--- config.mk ---
export PLATFORM = sky130hd
export DESIGN_NAME = hbridge_direction_deadtime_ctrl
export DESIGN_NICKNAME = d
export VERILOG_FILES = /design/src/rtl/hbdt_pkg.sv /design/src/rtl/hbridge_direction_deadtime_ctrl.sv
export SDC_FILE = /design/constraint.sdc
export NUM_CORES = 1
export LEC_CHECK = 0
export BUFFER_PORTS_ARGS = -buffer_cell sky130_fd_sc_hd__buf_4
export CAP_MARGIN = 20
export CORE_UTILIZATION = 28
export DETAILED_ROUTE_END_ITERATION = 10
export SETUP_SLACK_MARGIN = 0.1
export SLEW_MARGIN = 20
export SYNTH_ARGS = -nofsm -noshare
export SYNTH_HDL_FRONTEND = slang
export SYNTH_SLANG_ARGS = --single-unit
export TNS_END_PERCENT = 20
--- constraint.sdc ---
create_clock -name clk -period 10.15 [get_ports clk]
set_input_delay 2.03 -clock clk [delete_from_list [all_inputs] [get_ports clk]]
set_output_delay 2.03 -clock clk [all_outputs]
set_load 0.03 [all_outputs]
--- src/rtl/hbdt_pkg.sv ---
// Package for the motor bridge direction and dead-time controller: types and constants.
package hbdt_pkg;

    localparam int DutyW     = 12;
    localparam int TickW     = 8;
    localparam int DebW      = 16;
    localparam int AddrW     = 5;
    localparam int DataW     = 32;

    localparam logic [TickW-1:0] DebounceTicksRst = 8'd20;
    localparam logic [DutyW-1:0] FastDutyRst      = 12'd2880;
    localparam logic [DutyW-1:0] SlowDutyRst      = 12'd1260;
    localparam logic [DutyW-1:0] StartDutyRst     = 12'd1800;
    localparam logic [TickW-1:0] DeadTicksRst     = 8'd2;

    typedef enum logic [2:0] {
        REG_DEBOUNCE = 3'd0,
        REG_FAST     = 3'd1,
        REG_SLOW     = 3'd2,
        REG_START    = 3'd3,
        REG_DEAD     = 3'd4
    } reg_idx_t;

    typedef enum logic [1:0] {
        DIR_IDLE = 2'd0,
        DIR_FWD  = 2'd1,
        DIR_BACK = 2'd2
    } dir_t;

    typedef enum logic [1:0] {
        PH_NONE  = 2'd0,
        PH_STOP  = 2'd1,
        PH_RAISE = 2'd2
    } phase_t;

    typedef struct packed {
        logic [DutyW-1:0] left_compare;
        logic [DutyW-1:0] right_compare;
        logic             left_low_on;
        logic             right_low_on;
        logic             pwm_running;
        logic             led_on;
        dir_t             direction;
        logic             switching;
    } result_t;

endpackage

--- src/rtl/hbridge_direction_deadtime_ctrl.sv ---
// Top level: motor bridge direction control with dead time, debounced speed buttons.
//
// One item per 1 ms tick on the item channel (item_valid/item_stall) carries the
// direction switch level and the fast/slow button edges seen during that tick.
// Each accepted item yields exactly one result item on the result channel
// (result_valid/result_stall): both high-side compares, both low-side drives,
// PWM run, LED, direction and the switching flag, as they stand after the tick.
// One item per cycle is sustained while item_stall is low, set by the single pass
// of next-state logic between the state registers and the result register. A
// two-entry output stage (result register plus skid register) keeps the item side
// open while one result waits; with both entries full item_stall rises and stays
// high until the receiver takes one, and result_valid comes from a register.
// Registers on the APB-style port (byte address 4*i): debounce_ticks, fast_duty,
// slow_duty, start_duty, dead_ticks. Reset loads their defaults, sets direction
// idle, clears compares, low sides, PWM and LED, and loads the duty with the
// default start duty.
module hbridge_direction_deadtime_ctrl
(
    input  logic                        clk,
    input  logic                        rst_n,
    input  logic                        psel,
    input  logic                        penable,
    input  logic                        pwrite,
    input  logic [hbdt_pkg::AddrW-1:0]  paddr,
    input  logic [hbdt_pkg::DataW-1:0]  pwdata,
    output logic [hbdt_pkg::DataW-1:0]  prdata,
    output logic                        pready,
    input  logic                        item_valid,
    output logic                        item_stall,
    input  logic                        forward_switch,
    input  logic                        fast_edge,
    input  logic                        slow_edge,
    output logic                        result_valid,
    input  logic                        result_stall,
    output logic [hbdt_pkg::DutyW-1:0]  left_compare,
    output logic [hbdt_pkg::DutyW-1:0]  right_compare,
    output logic                        left_low_on,
    output logic                        right_low_on,
    output logic                        pwm_running,
    output logic                        led_on,
    output logic [1:0]                  direction,
    output logic                        switching
);
    import hbdt_pkg::*;

    logic [TickW-1:0] debounce_ticks_reg;
    logic [DutyW-1:0] fast_duty_reg;
    logic [DutyW-1:0] slow_duty_reg;
    logic [DutyW-1:0] start_duty_reg;
    logic [TickW-1:0] dead_ticks_reg;

    dir_t             dir_reg, dir_next;
    phase_t           phase_reg, phase_next;
    logic [TickW-1:0] timer_reg, timer_next;
    logic [DutyW-1:0] duty_reg, duty_next;
    logic             pend_reg, pend_next;
    logic             armed_reg, armed_next;
    logic [DebW-1:0]  cnt_reg, cnt_next;
    logic [DutyW-1:0] lcmp_reg, lcmp_next;
    logic [DutyW-1:0] rcmp_reg, rcmp_next;
    logic             llow_reg, llow_next;
    logic             rlow_reg, rlow_next;
    logic             run_reg, run_next;
    logic             led_reg, led_next;

    result_t          out_reg, skid_reg, res_next;
    logic             out_valid_reg, skid_valid_reg;

    logic             cfg_wr;
    reg_idx_t         cfg_idx;
    logic             push, pop;
    logic [TickW-1:0] dead_len;
    logic [TickW-1:0] timer_dec;
    logic [DutyW-1:0] dm1;
    dir_t             want;

    assign pready  = 1'b1;
    assign cfg_wr  = psel & penable & pwrite;
    assign cfg_idx = reg_idx_t'(paddr[AddrW-1:2]);

    always_comb
    begin
        case (cfg_idx)
            REG_DEBOUNCE: prdata = {{(DataW-TickW){1'b0}}, debounce_ticks_reg};
            REG_FAST:     prdata = {{(DataW-DutyW){1'b0}}, fast_duty_reg};
            REG_SLOW:     prdata = {{(DataW-DutyW){1'b0}}, slow_duty_reg};
            REG_START:    prdata = {{(DataW-DutyW){1'b0}}, start_duty_reg};
            REG_DEAD:     prdata = {{(DataW-TickW){1'b0}}, dead_ticks_reg};
            default:      prdata = '0;
        endcase
    end

    always_ff @(posedge clk or negedge rst_n)
    begin
        if (!rst_n)
        begin
            debounce_ticks_reg <= DebounceTicksRst;
            fast_duty_reg      <= FastDutyRst;
            slow_duty_reg      <= SlowDutyRst;
            start_duty_reg     <= StartDutyRst;
            dead_ticks_reg     <= DeadTicksRst;
        end
        else if (cfg_wr)
        begin
            case (cfg_idx)
                REG_DEBOUNCE: debounce_ticks_reg <= pwdata[TickW-1:0];
                REG_FAST:     fast_duty_reg      <= pwdata[DutyW-1:0];
                REG_SLOW:     slow_duty_reg      <= pwdata[DutyW-1:0];
                REG_START:    start_duty_reg     <= pwdata[DutyW-1:0];
                REG_DEAD:     dead_ticks_reg     <= pwdata[TickW-1:0];
                default:      ;
            endcase
        end
    end

    assign item_stall = skid_valid_reg;
    assign push       = item_valid & ~item_stall;
    assign pop        = out_valid_reg & ~result_stall;

    assign dead_len  = (dead_ticks_reg == '0) ? TickW'(1) : dead_ticks_reg;
    assign timer_dec = timer_reg - TickW'(1);
    assign want      = forward_switch ? DIR_FWD : DIR_BACK;
    assign dm1       = (duty_next == '0) ? '0 : duty_next - DutyW'(1);

    always_comb
    begin
        cnt_next   = cnt_reg;
        armed_next = armed_reg;
        duty_next  = duty_reg;
        pend_next  = pend_reg;
        led_next   = led_reg;
        dir_next   = dir_reg;
        phase_next = phase_reg;
        timer_next = timer_reg;
        lcmp_next  = lcmp_reg;
        rcmp_next  = rcmp_reg;
        llow_next  = llow_reg;
        rlow_next  = rlow_reg;
        run_next   = run_reg;

        if (armed_reg && cnt_reg != '1)
            cnt_next = cnt_reg + DebW'(1);

        if (fast_edge)
        begin
            armed_next = 1'b1;
            if (cnt_next > {{(DebW-TickW){1'b0}}, debounce_ticks_reg})
            begin
                duty_next  = fast_duty_reg;
                cnt_next   = '0;
                armed_next = 1'b0;
                pend_next  = 1'b1;
                led_next   = 1'b1;
            end
        end
        if (slow_edge)
        begin
            armed_next = 1'b1;
            if (cnt_next > {{(DebW-TickW){1'b0}}, debounce_ticks_reg})
            begin
                duty_next  = slow_duty_reg;
                cnt_next   = '0;
                armed_next = 1'b0;
                pend_next  = 1'b1;
            end
        end

        if (phase_reg != PH_NONE)
        begin
            timer_next = timer_dec;
            if (timer_dec == '0)
            begin
                if (phase_reg == PH_STOP)
                begin
                    run_next = 1'b0;
                    if (dir_reg == DIR_FWD)
                        llow_next = 1'b0;
                    else
                        rlow_next = 1'b0;
                    phase_next = PH_RAISE;
                    timer_next = dead_len;
                end
                else
                begin
                    if (dir_reg == DIR_FWD)
                    begin
                        rlow_next = 1'b1;
                        lcmp_next = dm1;
                    end
                    else
                    begin
                        llow_next = 1'b1;
                        rcmp_next = dm1;
                        led_next  = 1'b0;
                    end
                    run_next   = 1'b1;
                    phase_next = PH_NONE;
                end
            end
        end
        else
        begin
            if (pend_next)
            begin
                if (want == DIR_FWD)
                    lcmp_next = dm1;
                else
                    rcmp_next = dm1;
                pend_next = 1'b0;
            end
            if (dir_reg != want)
            begin
                lcmp_next  = '0;
                rcmp_next  = '0;
                dir_next   = want;
                phase_next = PH_STOP;
                timer_next = dead_len;
            end
        end

        res_next.left_compare  = lcmp_next;
        res_next.right_compare = rcmp_next;
        res_next.left_low_on   = llow_next;
        res_next.right_low_on  = rlow_next;
        res_next.pwm_running   = run_next;
        res_next.led_on        = led_next;
        res_next.direction     = dir_next;
        res_next.switching     = (phase_next != PH_NONE);
    end

    always_ff @(posedge clk or negedge rst_n)
    begin
        if (!rst_n)
        begin
            dir_reg   <= DIR_IDLE;
            phase_reg <= PH_NONE;
            timer_reg <= '0;
            duty_reg  <= StartDutyRst;
            pend_reg  <= 1'b0;
            armed_reg <= 1'b0;
            cnt_reg   <= '0;
            lcmp_reg  <= '0;
            rcmp_reg  <= '0;
            llow_reg  <= 1'b0;
            rlow_reg  <= 1'b0;
            run_reg   <= 1'b0;
            led_reg   <= 1'b0;
        end
        else if (push)
        begin
            dir_reg   <= dir_next;
            phase_reg <= phase_next;
            timer_reg <= timer_next;
            duty_reg  <= duty_next;
            pend_reg  <= pend_next;
            armed_reg <= armed_next;
            cnt_reg   <= cnt_next;
            lcmp_reg  <= lcmp_next;
            rcmp_reg  <= rcmp_next;
            llow_reg  <= llow_next;
            rlow_reg  <= rlow_next;
            run_reg   <= run_next;
            led_reg   <= led_next;
        end
    end

    // two-entry output stage; skid fills only while the result register waits
    always_ff @(posedge clk or negedge rst_n)
    begin
        if (!rst_n)
        begin
            out_valid_reg  <= 1'b0;
            skid_valid_reg <= 1'b0;
        end
        else if (pop)
        begin
            if (skid_valid_reg)
                skid_valid_reg <= 1'b0;
            else
                out_valid_reg <= push;
        end
        else if (push)
        begin
            if (!out_valid_reg)
                out_valid_reg <= 1'b1;
            else
                skid_valid_reg <= 1'b1;
        end
    end

    always_ff @(posedge clk)
    begin
        if (pop)
        begin
            if (skid_valid_reg)
                out_reg <= skid_reg;
            else if (push)
                out_reg <= res_next;
        end
        else if (push)
        begin
            if (!out_valid_reg)
                out_reg <= res_next;
            else
                skid_reg <= res_next;
        end
    end

    assign result_valid  = out_valid_reg;
    assign left_compare  = out_reg.left_compare;
    assign right_compare = out_reg.right_compare;
    assign left_low_on   = out_reg.left_low_on;
    assign right_low_on  = out_reg.right_low_on;
    assign pwm_running   = out_reg.pwm_running;
    assign led_on        = out_reg.led_on;
    assign direction     = out_reg.direction;
    assign switching     = out_reg.switching;

endmodule
### Word-level counts from Yosys, hierarchy flattened

Cells that the tools add are included.

* add/sub/neg operators: 3
* $mul: 0
* divide/modulo/power cells: 0
* magnitude comparators: 2
* equal/unequal tests: 11
* shift operators: 0
* multiplexer cells: 76
* bitwise operators: 7
* reduce and logical (&&, ||, !) cells: 23

Operator list (count)
* two-way mux 12 bit: 19
* two-way mux 31 bit: 5
* two-way mux 16 bit: 5
* case mux 12 bit (5 select lines): 1
* two-way mux 8 bit: 5
* two-way mux 1 bit: 34
* greater-than comparator 16 x 8 -> 1 bit: 2
* AND reduction 2 bit: 9
* adder 16 x 1 -> 16 bit (second input constant): 1
* logical NOT 8 bit: 2
* != test 16 bit (second input constant): 1
* two-way mux 2 bit: 7
* nonzero test 2 bit: 7
* logical NOT 12 bit: 1
* subtractor 12 x 1 -> 12 bit (second input constant): 1
* subtractor 8 x 1 -> 8 bit (second input constant): 1
* == test 2 x 1 -> 1 bit (second input constant): 3
* == test 3 x 2 -> 1 bit (second input constant): 2
* AND reduction 3 bit: 2
* bitwise AND 1 bit: 4
* == test 3 x 1 -> 1 bit (second input constant): 1
* == test 3 bit (second input constant): 1
* logical NOT 3 bit: 1
* NOT 1 bit: 3
* other kinds (4): 4

* bits in registers: 186
* latch bits: 0
* memory bits (writable): 0
* ROM bits: 0
* bits of input ports: 47
* output and inout bits: 66
* memories kept: 0

### Longest topological paths before layout

Gate-level depths: netlist (run 1).

* depth after elaboration: 18
* mapped depth: 34
* mapped depth without buffers: 29

### Worst setup path after synthesis (run 1)

OpenSTA, ideal clock, no wires.

* path kind: reg-to-reg
* from: register cnt_reg[0]
* to: register out_reg (netlist bit right_compare[0]), data pin
* setup time: 267 ps
* arrival: 6802 ps
* data required time: 9883 ps
* setup slack: 3082 ps
* stages on the path, launching flop included: 35
* buffers on the path: 5
* clock period less this slack: 7068 ps
* cell sequence: dfrtp_1 > ha_1 > nand4_2 > nor2_1 > a21oi_1 > and3_1 > and3_1 > xnor2_1 > inv_1 > ha_1 > a21oi_1 > o21ai_0 > mux2_2 > o31a_1 > o31a_1 > buf_1 > nor2_1 > ha_1 > a21o_1 > a21oi_1 > o211ai_1 > a211oi_1 > a311oi_2 > buf_6 > buf_6 > a211oi_1 > or2_2 > clkbuf_1 > ha_1 > o221ai_1 > nor4_4 > a21boi_1 > buf_2 > a22oi_2 > a21oi_1

* longest elaborated chain between the ends: 18
* elaborated cells between the ends (all ways): 31

RTL lines
* from (decl): RTL line hbridge_direction_deadtime_ctrl.sv:58 `logic [DebW-1:0] cnt_reg, cnt_next;`
* from (signal assigned): RTL line hbridge_direction_deadtime_ctrl.sv:257 `cnt_reg <= cnt_next;`
* parallel branches: the longest is 2 deep, another holds adder 16 x 1 -> 16 bit
* two-way mux 16 bit (*): RTL line hbridge_direction_deadtime_ctrl.sv:141 `if (armed_reg && cnt_reg != '1)`
* greater-than comparator 16 x 8 -> 1 bit: RTL line hbridge_direction_deadtime_ctrl.sv:147 `if (cnt_next > {{(DebW-TickW){1'b0}}, debounce_ticks_reg})`
* two-way mux 16 bit: RTL line hbridge_direction_deadtime_ctrl.sv:147
* two-way mux 16 bit: RTL line hbridge_direction_deadtime_ctrl.sv:144 `if (fast_edge)`
* greater-than comparator 16 x 8 -> 1 bit: RTL line hbridge_direction_deadtime_ctrl.sv:159 `if (cnt_next > {{(DebW-TickW){1'b0}}, debounce_ticks_reg})`
* two-way mux 12 bit: RTL line hbridge_direction_deadtime_ctrl.sv:159
* two-way mux 12 bit: RTL line hbridge_direction_deadtime_ctrl.sv:156 `if (slow_edge)`
* subtractor 12 x 1 -> 12 bit or logical NOT 12 bit (tied branches): RTL line hbridge_direction_deadtime_ctrl.sv:123 `assign dm1 = (duty_next == '0) ? '0 : duty_next - DutyW'(1);`
* two-way mux 12 bit: RTL line hbridge_direction_deadtime_ctrl.sv:123
* two-way mux 12 bit, on equally long branches: RTL line hbridge_direction_deadtime_ctrl.sv:205, hbridge_direction_deadtime_ctrl.sv:185
* two-way mux 12 bit, on equally long branches: RTL line hbridge_direction_deadtime_ctrl.sv:203, hbridge_direction_deadtime_ctrl.sv:173
* two-way mux 12 bit, on equally long branches: RTL line hbridge_direction_deadtime_ctrl.sv:211, hbridge_direction_deadtime_ctrl.sv:171
* two-way mux 12 bit (*): RTL line hbridge_direction_deadtime_ctrl.sv:168 `if (phase_reg != PH_NONE)`
* two-way mux 31 bit, on equally long branches: RTL line hbridge_direction_deadtime_ctrl.sv:302, hbridge_direction_deadtime_ctrl.sv:297
* two-way mux 31 bit, on equally long branches: RTL line hbridge_direction_deadtime_ctrl.sv:300, hbridge_direction_deadtime_ctrl.sv:295
* two-way mux 31 bit (*): RTL line hbridge_direction_deadtime_ctrl.sv:293 `if (pop)`
* to (signal assigned): RTL line hbridge_direction_deadtime_ctrl.sv:296 `out_reg <= skid_reg;`
* to (signal assigned): RTL line hbridge_direction_deadtime_ctrl.sv:298 `out_reg <= res_next;`
* to (signal assigned): RTL line hbridge_direction_deadtime_ctrl.sv:303 `out_reg <= res_next;`
* to (decl): RTL line hbridge_direction_deadtime_ctrl.sv:66 `result_t out_reg, skid_reg, res_next;`

Every way passes the cells marked *. The select of a mux whose other input is x is not followed.
A chain may end at the register's enable or synchronous reset.

### Final worst setup path (run 1)

* from: register cnt_reg[0]
* to: register out_reg (netlist bit right_compare[10]), data pin

Same word-level chain as after synthesis.

==> metrics.txt, run 1 <==
max reg flops=31; total track usage=14.01%; RSZ-0062 raised after global routing=no; Num CTS Buffers=17; warnings from Yosys=0; post-CTS setup buffers=0; later-pin clock latency in the skew report=0.44 ns; Routed wire per std cell=16.26 um; Fillers=3653; sequential fraction of the synthesis area=48.97%; Vias/cell=5.055; H-tree levels=4; Max FO, Critical Path=13; Synth top area share=25.29%; Hold Path Cell Cnt=2; # nets final=1128; DR vias=7754; final setup violating endpoints=0; worst hold path type=flip-flop to flip-flop; Tcrit/Tclk final=85.21%; arrival time worst endpoint=8.83 ns; final std cells w/o fill=1534; Die Y=192.8 um; Largest stage delay, worst path=0.71 ns; Worst path most repeated cell=ha_1; failing checks=DRC; Die W=192.8 um; leading post-synthesis cells by cell area=dfrtp_1 25%, edfxtp_1 18%, mux2_2 7.2%; Synth cell types=79; Port Buffers=69; Crit. End Element=flip-flop; HPWL after DPL=17580 um; clock tree buffer depth=2; Ports=113; skew final=0.01283 ns; fmax=0.1156 GHz; core area=35660 sq um; max-cap violations=0; die area=37160 sq um; Synth Flop Type=dfrtp_1; post-route ant nets=0; Cells after Synth=1013; Remaining Overflow, GRT=0; CTS clk-pin slew, worst paths=0.08 ns; # resized after CTS=0; cell taking the most area after synthesis=dfrtp_1; leakage=4.865 nW; Antenna Diode Count=0; synthesized cell area=10190 sq um; row count=69; largest net degree at the start of global routing=92; initial DRC count=556; GPL Wtd Cong=0.8381; Worst setup SP type=flip-flop; final hold vios=0; WL final=24940 um; Worst Tran Pin Value=0.9656 ns; vias in the first global route=7143; share of cells above drive strength 1=23.67%; fin crit period=8.649 ns; drc violations=14; CTS root buf=clkbuf_16; first-pass GRT wire length=40530 um; Post-synth EDFFs=62; placed insts=1502; initial antenna violation count=0; CTS Hold Bufs=0; Worst Reg-to-Reg Cells=30; Mean Syn Cell Area=10.06 sq um; CTS tree=yes; aggregate negative setup slack=0 ns; Final Max Slew Viols=0; outcome=finished with violations; Peak VDD IR=0.1320 mV; Synth async-reset ratio=66.67%; Slew HR=35.48%; PD cells=307.3 nW/um^2; Initial Utilization=28.58%; CTS Sinks=186; CP max stage cell=o31a_1; Pre-antenna DRT Iters=8; Worst Path Required=10.33 ns; Area Overhead vs Synth=14.93%; crit path kind=flip-flop to flip-flop; Synth Register Bits=186
[per-stage QoR]
| stage | utilization, % | worst slack, ns | instance area, sq um | power (mW) | hold WS [ns] |
|---|---|---|---|---|---|
| floorplan | - | 3.082 | 10260 | 2.452 | 0.4450 |
| global placement | 31.19 | 1.847 | 11120 | 2.907 | 0.4624 |
| detailed placement | 31.19 | 1.734 | 11120 | 2.941 | 0.4760 |
| CTS | 32.82 | 1.659 | 11700 | 3.615 | 0.4919 |
| global route | 32.85 | 0.8203 | 11710 | 3.860 | 0.5202 |
| finish | 32.85 | 1.501 | 11710 | 3.599 | 0.4839 |
[per-layer routing]
layer / share of wire, % / vias to the layer above / global-route usage, %
li1: - / 3749 / -
met1: 52 / 3805 / 21.69
met2: 43 / 187 / 19.77
met3: 4.6 / 13 / 2.382
met4: 0.84 / 0 / 3.392
met5: 0 / - / 0
[final timing paths]
| kind | startpoint | end | slack, ns |
|---|---|---|---|
| min in group asynchronous | rst_n | start_duty_reg[11] | 1.64 |
| worst min register to register | lcmp_reg[1] | lcmp_reg[1] | 0.48 |
| worst min-delay path | lcmp_reg[1] | lcmp_reg[1] | 0.48 |
| worst max register to register | cnt_reg[0] | right_compare[10] | 1.50 |
| worst max-delay path | cnt_reg[0] | right_compare[10] | 1.50 |
| max in group asynchronous | rst_n | dir_reg[0] | 7.39 |
[cell type report]
type                    count  area, sq um  share of cell area, %
inverters                  37        138.9                  1.186
flip-flops and latches    186         4991                  42.61
multi-input cells         735         4797                  40.96
repair buffers             83        626.9                  5.352
clock buffers              18        429.2                  3.664
well taps                 461        576.8                  4.925
clock inverters            14        152.6                  1.303
[kinds of logic (layout without fill, tap and decap cells)]
family	count (synthesis)	count (layout)	synth area share (%)
adders and majority gates	21	21	2.578
AOI/OAI and AO/OA	283	283	18.74
buffers and inverters	111	152	5.095
muxes	74	74	8.115
xor gates and xnor gates	13	13	1.117
and+or+nand+nor	323	323	15.31
DFF	186	186	48.97
other	2	21	0.07369
[critical path, delay by kind of cell (launching register included)]
| kind | cells | cell delay [ns] |
|---|---|---|
| xor gates and xnor gates | 1 | 0.19 |
| and+or+nand+nor | 8 | 1.77 |
| adders and majority gates | 4 | 1.10 |
| DFF | 1 | 0.45 |
| buffers and inverters | 2 | 0.35 |
| muxes | 1 | 0.26 |
| AOI/OAI and AO/OA | 14 | 4.23 |
[layout by cell type, fill, tap and decap left out, types with 8 or more instances in the layout]
cell	synthesis	layout
nand2_1	122	122
nor3_1	11	11
o31ai_1	16	15
nand3_1	14	14
a21oi_1	47	45
clkbuf_16	0	17
xnor2_1	10	10
mux2_2	65	65
dfstp_2	21	21
o21ai_1	18	18
o22ai_1	12	12
a31oi_1	25	25
conb_1	2	21
a22oi_1	25	25
ha_1	21	21
inv_1	37	37
mux2i_1	8	8
a211oi_1	8	8
nor2_1	83	82
or2_2	10	10
o21ai_0	68	68
nand2b_1	11	10
dfrtp_1	103	103
and3_1	9	9
nor2b_1	19	18
edfxtp_1	62	62
buf_4	21	82
[synthesized netlist by cell type (8+ instances only)]
cell and instances:
and3_1 9, nor3_1 11, mux2i_1 8, a22oi_1 25, xnor2_1 10, inv_1 37, dfstp_2 21, clkbuf_1 37
o31ai_1 16, nand2_1 122, mux2_2 65, buf_4 21, nor2_1 83, ha_1 21, nand2b_1 11, or2_2 10
a31oi_1 25, nor2b_1 19, nand3_1 14, a21oi_1 47, o21ai_1 18, edfxtp_1 62, a211oi_1 8, dfrtp_1 103
o21ai_0 68, o22ai_1 12
[power by group]
| group | total [mW] | internal [mW] | leakage (nW) | switching, mW |
|---|---|---|---|---|
| clock | 0.664 | 0.330 | 0.278 | 0.334 |
| sequential | 1.23 | 1.07 | 2.12 | 0.160 |
| combinational | 1.70 | 0.610 | 2.47 | 1.09 |
Note: power is estimated with default switching activity, not from simulation.
==> inputs of run 2 (changes only) <==
ABC_AREA = 1   (was default)
CORE_UTILIZATION = 50   (was 28)
PLACE_DENSITY = 0.7   (was default)
==> metrics.txt, run 2 <==
row count=52 (-25%); Synth top area share=24.57% (-0.72 points); Initial Utilization=51.34% (+23 points); Worst Reg-to-Reg Cells=45 (+50%); Area Overhead vs Synth=12.07%; Post-synth EDFFs=62 (unchanged); final core utilization=57.54% (+25 points); Synth Register Bits=186 (unchanged); Synth cell types=51 (-35%); Worst Tran Pin Value=1.024 ns (+0.05846 ns); RSZ-0062 raised after global routing=no; HPWL after DPL=16930 um (-3.7%); Net Sw Frac=43.31% (-0.82 points); die area=21560 sq um (-42%); Largest stage delay, worst path=0.46 ns (-0.25 ns); Comb pwr share=43.7% (-3.7 points); initial DRC count=756 (+36%); cell family with most CP delay=simple AND/OR/NAND/NOR gates; Worst setup SP type=flip-flop; clock share of power=21.4% (+3.0 points); CTS clk-pin slew, worst paths=0.07 ns (about the same); commonest non-fill, non-tap cell in the layout=nand2_1; Int Pwr=1.810 mW (-10%); Area after DPL=11150 sq um (+0.29%); final setup violating endpoints=0 (unchanged); core area=20430 sq um (-43%); # resized after CTS=0 (unchanged); cell taking the most area after synthesis=dfrtp_1; PD cells=271.6 nW/um^2 (-12%); Peak VDD IR=0.1360 mV (+3.0%); Synth Flop Type=dfrtp_1; CP startpoint=cnt_reg[0]; sequential fraction of the synthesis area=47.58% (-1.4 points); synthesized cell area=10490 sq um (+2.9%); vias in the first global route=8098 (+13%); final hold vios=0 (unchanged); share of cells above drive strength 1=14.51% (-9.2 points); H-tree levels=4 (unchanged); CTS root buf=clkbuf_16; worst hold path type=flip-flop to flip-flop; Synth async-reset ratio=66.67% (unchanged); fin crit period=7.450 ns (-1.199 ns); Tcrit/Tclk final=73.40% (-12 points); Remaining Overflow, GRT=0 (unchanged); Worst path depth=45 (+50%); Die W=146.8 um (-24%); DR vias=8820 (+14%); post-CTS setup buffers=0 (unchanged); Port Buffers=69 (unchanged); leakage=5.669 nW (+17%); total track usage=23.54% (+9.5 points); Routed wire per std cell=14.69 um (-9.7%); outcome=completed; Worst path most repeated cell=nand2_1; WL final=24510 um (-1.7%); max reg flops=31 (unchanged); later-pin clock latency in the skew report=0.44 ns (about the same); fmax=0.1342 GHz (+16%); Mean Syn Cell Area=7.869 sq um (-22%); largest net degree at the start of global routing=72 (-22%); GPL Wtd Cong=0.8967 (+7.0%); Num CTS Buffers=17 (unchanged); first-pass GRT wire length=40380 um (-0.38%); most common library cells after synthesis=423 x nand2_1, 153 x inv_1, 122 x o21ai_0, 103 x dfrtp_1, 76 x nand3_1; most frequent cells in the layout=423 x nand2_1, 153 x inv_1, 122 x o21ai_0; leading post-synthesis cells by cell area=dfrtp_1 25%, edfxtp_1 18%, nand2_1 15%; drc violations=0 (-14); Cells after Synth=1333 (+32%); initial antenna violation count=0 (unchanged); Max FO, Critical Path=18 (+5); cell with the most instances after synthesis=nand2_1; arrival time worst endpoint=7.64 ns (-1.19 ns); CTS Hold Bufs=0 (unchanged); clock tree buffer depth=2 (unchanged); max-cap violations=0 (unchanged); Pre-antenna DRT Iters=8 (unchanged); # nets final=1454 (+29%); Crit. End Element=flip-flop; Power Total=3.193 mW (-11%); Antenna Diode Count=0 (unchanged); Final Max Slew Viols=0 (unchanged); register share of total power=34.9% (+0.7 points); CP max stage cell=o21ai_2; aggregate negative setup slack=0 ns (unchanged); Hold Slack=0.4906 ns (+0.006646 ns); R2R Setup Slk=2.70 ns (+1.20 ns); Die Y=146.8 um (-24%); CTS Sinks=186 (unchanged); Slew HR=31.56% (-3.9 points); Worst Setup EP=left_compare[1]; warnings from Yosys=0 (unchanged); worst path bufs/invs=7 (+5); Ports=113 (unchanged); Worst Path Required=10.34 ns (about the same); crit path kind=flip-flop to flip-flop; Sw Pwr=1.383 mW (-13%); post-route ant nets=0 (unchanged); Vias/cell=5.285 (+4.5%); skew final=0.008555 ns (-0.004278 ns); post-route cell area=11760 sq um (+0.36%); worst flop-to-flop path endpoint=left_compare[1]; RR Startpoint=cnt_reg[0]; CTS tree=yes
-- run 2: changes by cell type in the layout (fill, tap and decap cells not counted), sizes merged, moves of 10 or more --
cell / delta
a211oi: -13
a21oi: -10
a22oi: -27
a31oi: -22
inv: +118
mux2: -65
nand2: +319
nand2b: -11
nand3: +73
nor2b: -19
o21ai: +69
o31ai: -18
xor2: +10
-- run 2: layout make-up --
| type | instances | area (sq um) |
|---|---|---|
| clock buffer | 18 | 439.2 |
| tap | 270 | 337.8 |
| fill | 1851 | 8675 |
| multi-input combinational | 940 | 4619 |
| clock inverter | 14 | 162.7 |
| sequential | 186 | 4991 |
| timing repair buffer | 80 | 600.6 |
| inverter | 161 | 604.3 |
-- run 2: worst min path at each step --
stage	end	cells past startpoint	from
floorplan	led_reg	2	led_reg
global placement	lcmp_reg[11]	2	lcmp_reg[11]
detailed placement	lcmp_reg[11]	2	lcmp_reg[11]
CTS	lcmp_reg[11]	2	lcmp_reg[11]
global route	duty_reg[7]	2	duty_reg[7]
finish	duty_reg[7]	2	duty_reg[7]
-- run 2: power groups by stage --
| stage | logic, mW | clock network, mW | registers, mW |
|---|---|---|---|
| 2_1_floorplan | 0.905 | 0 | 1.24 |
| 3_3_place_gp | 1.35 | 0 | 1.12 |
| 3_5_place_dp | 1.38 | 0 | 1.13 |
| 4_1_cts | 1.39 | 0.692 | 1.11 |
| 5_1_grt | 1.54 | 0.724 | 1.13 |
| 6_report | 1.39 | 0.685 | 1.11 |
-- run 2: routing by layer --
metal	track usage, %	share of wire, %	vias up
li1	-	-	4398
met1	32.97	46	4146
met2	37.63	47	247
met3	3.820	5.1	29
met4	6.979	1.8	0
met5	0	0	-
-- run 2: cell families (layout without fill, tap and decap cells) --
logic type	Yosys count	count (layout)	synth area share, %
muxes	2	2	0.2028
and+or+nand+nor	657	657	27.57
xor gates and xnor gates	15	15	1.253
adders and majority gates	21	21	2.505
other	2	21	0.07160
AOI/OAI and AO/OA	224	224	11.61
buffers and inverters	226	273	9.209
DFF	186	186	47.58
-- run 2: worst min-delay path: stages, from the launching register on --
cell and delay (ns):
dfrtp_1 0.35, nand2_1 0.05, o21ai_0 0.06
-- run 2: stage by stage --
step,cells,setup WS [ns]
2_1_floorplan,1352,4.607
3_3_place_gp,1637,2.828
3_5_place_dp,1637,2.775
4_1_cts,1669,2.744
5_1_grt,1669,1.970
6_report,1669,2.700
==> inputs of run 3 (changes only) <==
PLACE_DENSITY = 0.72   (was 0.7)
clock period = 6.1 ns   (was 10.15 ns; I/O delays follow)
==> metrics.txt, run 3 (synthesized netlist as in run 2, its figures left out) <==
outcome=completed; vias in the first global route=8466 (+4.5%); CTS root buf=clkbuf_16; CP max stage cell=dfrtp_1; final hold vios=0 (unchanged); # nets final=1514 (+4.1%); die area=21560 sq um (unchanged); total track usage=24.13% (+0.59 points); worst hold path type=flip-flop to flip-flop; PD cells=463.4 nW/um^2 (+71%); Pre-antenna DRT Iters=8 (unchanged); Worst Path Required=6.30 ns (-4.04 ns); drc violations=0 (unchanged); Slew HR=33.19% (+1.6 points); Worst path most repeated cell=nand2_1; crit path kind=flip-flop to flip-flop; Antenna Diode Count=0 (unchanged); core area=20430 sq um (unchanged); Die Y=146.8 um (unchanged); fin crit period=5.804 ns (-1.647 ns); share of cells above drive strength 1=22.82% (+8.3 points); most frequent cells in the layout=408 x nand2_1, 147 x inv_1, 131 x buf_4; Max FO, Critical Path=7 (-11); arrival time worst endpoint=6.01 ns (-1.63 ns); leakage=6.109 nW (+7.8%); fmax=0.1723 GHz (+28%); H-tree levels=4 (unchanged); CTS Sinks=186 (unchanged); WL final=26470 um (+8.0%); worst path bufs/invs=7 (unchanged); Worst setup SP type=flip-flop; Die W=146.8 um (unchanged); Num CTS Buffers=17 (unchanged); max-cap violations=0 (unchanged); Vias/cell=5.390 (+2.0%); Ports=113 (unchanged); final core utilization=62.51% (+5.0 points); initial DRC count=669 (-12%); Initial Utilization=51.34% (unchanged); Worst Tran Pin Value=0.9998 ns (-0.02426 ns); Port Buffers=69 (unchanged); row count=52 (unchanged); HPWL after DPL=17430 um (+3.0%); CTS tree=yes; clock tree buffer depth=2 (unchanged); first-pass GRT wire length=41320 um (+2.3%); RSZ-0062 raised after global routing=yes; Tcrit/Tclk final=95.14% (+22 points); later-pin clock latency in the skew report=0.44 ns (about the same); Largest stage delay, worst path=0.43 ns (-0.03 ns); largest net degree at the start of global routing=69 (-4.2%); Peak VDD IR=0.2777 mV (+100%); Final Max Slew Viols=0 (unchanged); Hold Slack=0.4869 ns (-0.003656 ns); Routed wire per std cell=15.31 um (+4.2%); skew final=0.008326 ns (-0.0002284 ns); max reg flops=31 (unchanged); Crit. End Element=flip-flop; cell family with most CP delay=simple AND/OR/NAND/NOR gates; GPL Wtd Cong=0.8824 (-1.6%); CTS Hold Bufs=0 (unchanged); initial antenna violation count=0 (unchanged); final setup violating endpoints=0 (unchanged); Area Overhead vs Synth=21.75%; Remaining Overflow, GRT=0 (unchanged); DR vias=9319 (+5.7%); commonest non-fill, non-tap cell in the layout=nand2_1; post-route ant nets=0 (unchanged); CTS clk-pin slew, worst paths=0.07 ns (about the same)
run 3: cell types whose count changed in the layout (fill, tap and decap cells not counted), moves of 6 or more:
cell,before,now
nor2_4,4,12
nor2_2,7,13
nand3_4,1,8
nand2_1,423,408
nand3_1,76,70
ha_1,21,11
nand2_4,3,11
ha_4,0,9
nor2_1,63,49
nand2_2,15,22
inv_1,153,147
buf_4,80,131
run 3: worst paths after layout:
check	cells past startpoint	slack, ns	from	to
worst min-delay path	2	0.49	start_duty_reg[2]	start_duty_reg[2]
worst max register to register	44	0.30	cnt_reg[10]	left_compare[0]
worst min register to register	2	0.49	start_duty_reg[2]	start_duty_reg[2]
min in group asynchronous	1	0.89	rst_n	start_duty_reg[2]
max in group asynchronous	2	3.91	rst_n	lcmp_reg[0]
worst max-delay path	44	0.30	cnt_reg[10]	left_compare[0]
run 3: metal layers:
| layer | GRT usage (%) | share of wire, % |
|---|---|---|
| met1 | 33.09 | 43 |
| met2 | 39.55 | 48 |
| met3 | 3.882 | 6.7 |
| met4 | 6.875 | 2.0 |
| met5 | 0 | 0 |
run 3: what timing repair did:
action                                  CTS  global route
endpoints found under the setup margin   40            72
buffers inserted                          4            39
resized for setup                        11           112
gates cloned                              0             1
pin swaps                                 3            40
run 3: layout make-up:
class                      instances  area, sq um
clock buffer                      18        429.2
timing repair buffer             140         1112
clock inverter                    14        183.9
tap                              270        337.8
inverter                         161        624.3
fill                            1707         7660
multi-input combinational        940         5087
sequential                       186         4995
run 3: metrics by stage:
step	power (mW)	TNS, ns	instance area (sq um)	cells	worst slack [ns]
after floorplan	3.561	0	10560	1352	0.5565
after global placement	4.181	0	11280	1653	0.02661
after detailed placement	4.251	-0.2184	11280	1653	-0.06272
after CTS	5.421	0	11960	1689	0.1132
after global routing	6.273	-1.609	12770	1729	-0.09195
final	5.917	0	12770	1729	0.2965
run 3: worst register-to-register path, delay by kind of cell (launching register included):
| family | cells | cell delay [ns] |
|---|---|---|
| AND/OR/NAND/NOR | 30 | 3.35 |
| flip-flops | 1 | 0.43 |
| adder cells (fa/ha/maj) | 2 | 0.55 |
| buffers and inverters | 7 | 0.71 |
| XOR/XNOR | 1 | 0.22 |
| AO/OA/AOI/OAI | 4 | 0.34 |
run 3: where the power goes:
part | internal, mW | switching (mW) | total (mW) | leakage, nW
combinational | 1.03 | 1.87 | 2.90 | 3.68
sequential | 1.69 | 0.177 | 1.87 | 2.13
clock | 0.623 | 0.528 | 1.15 | 0.296
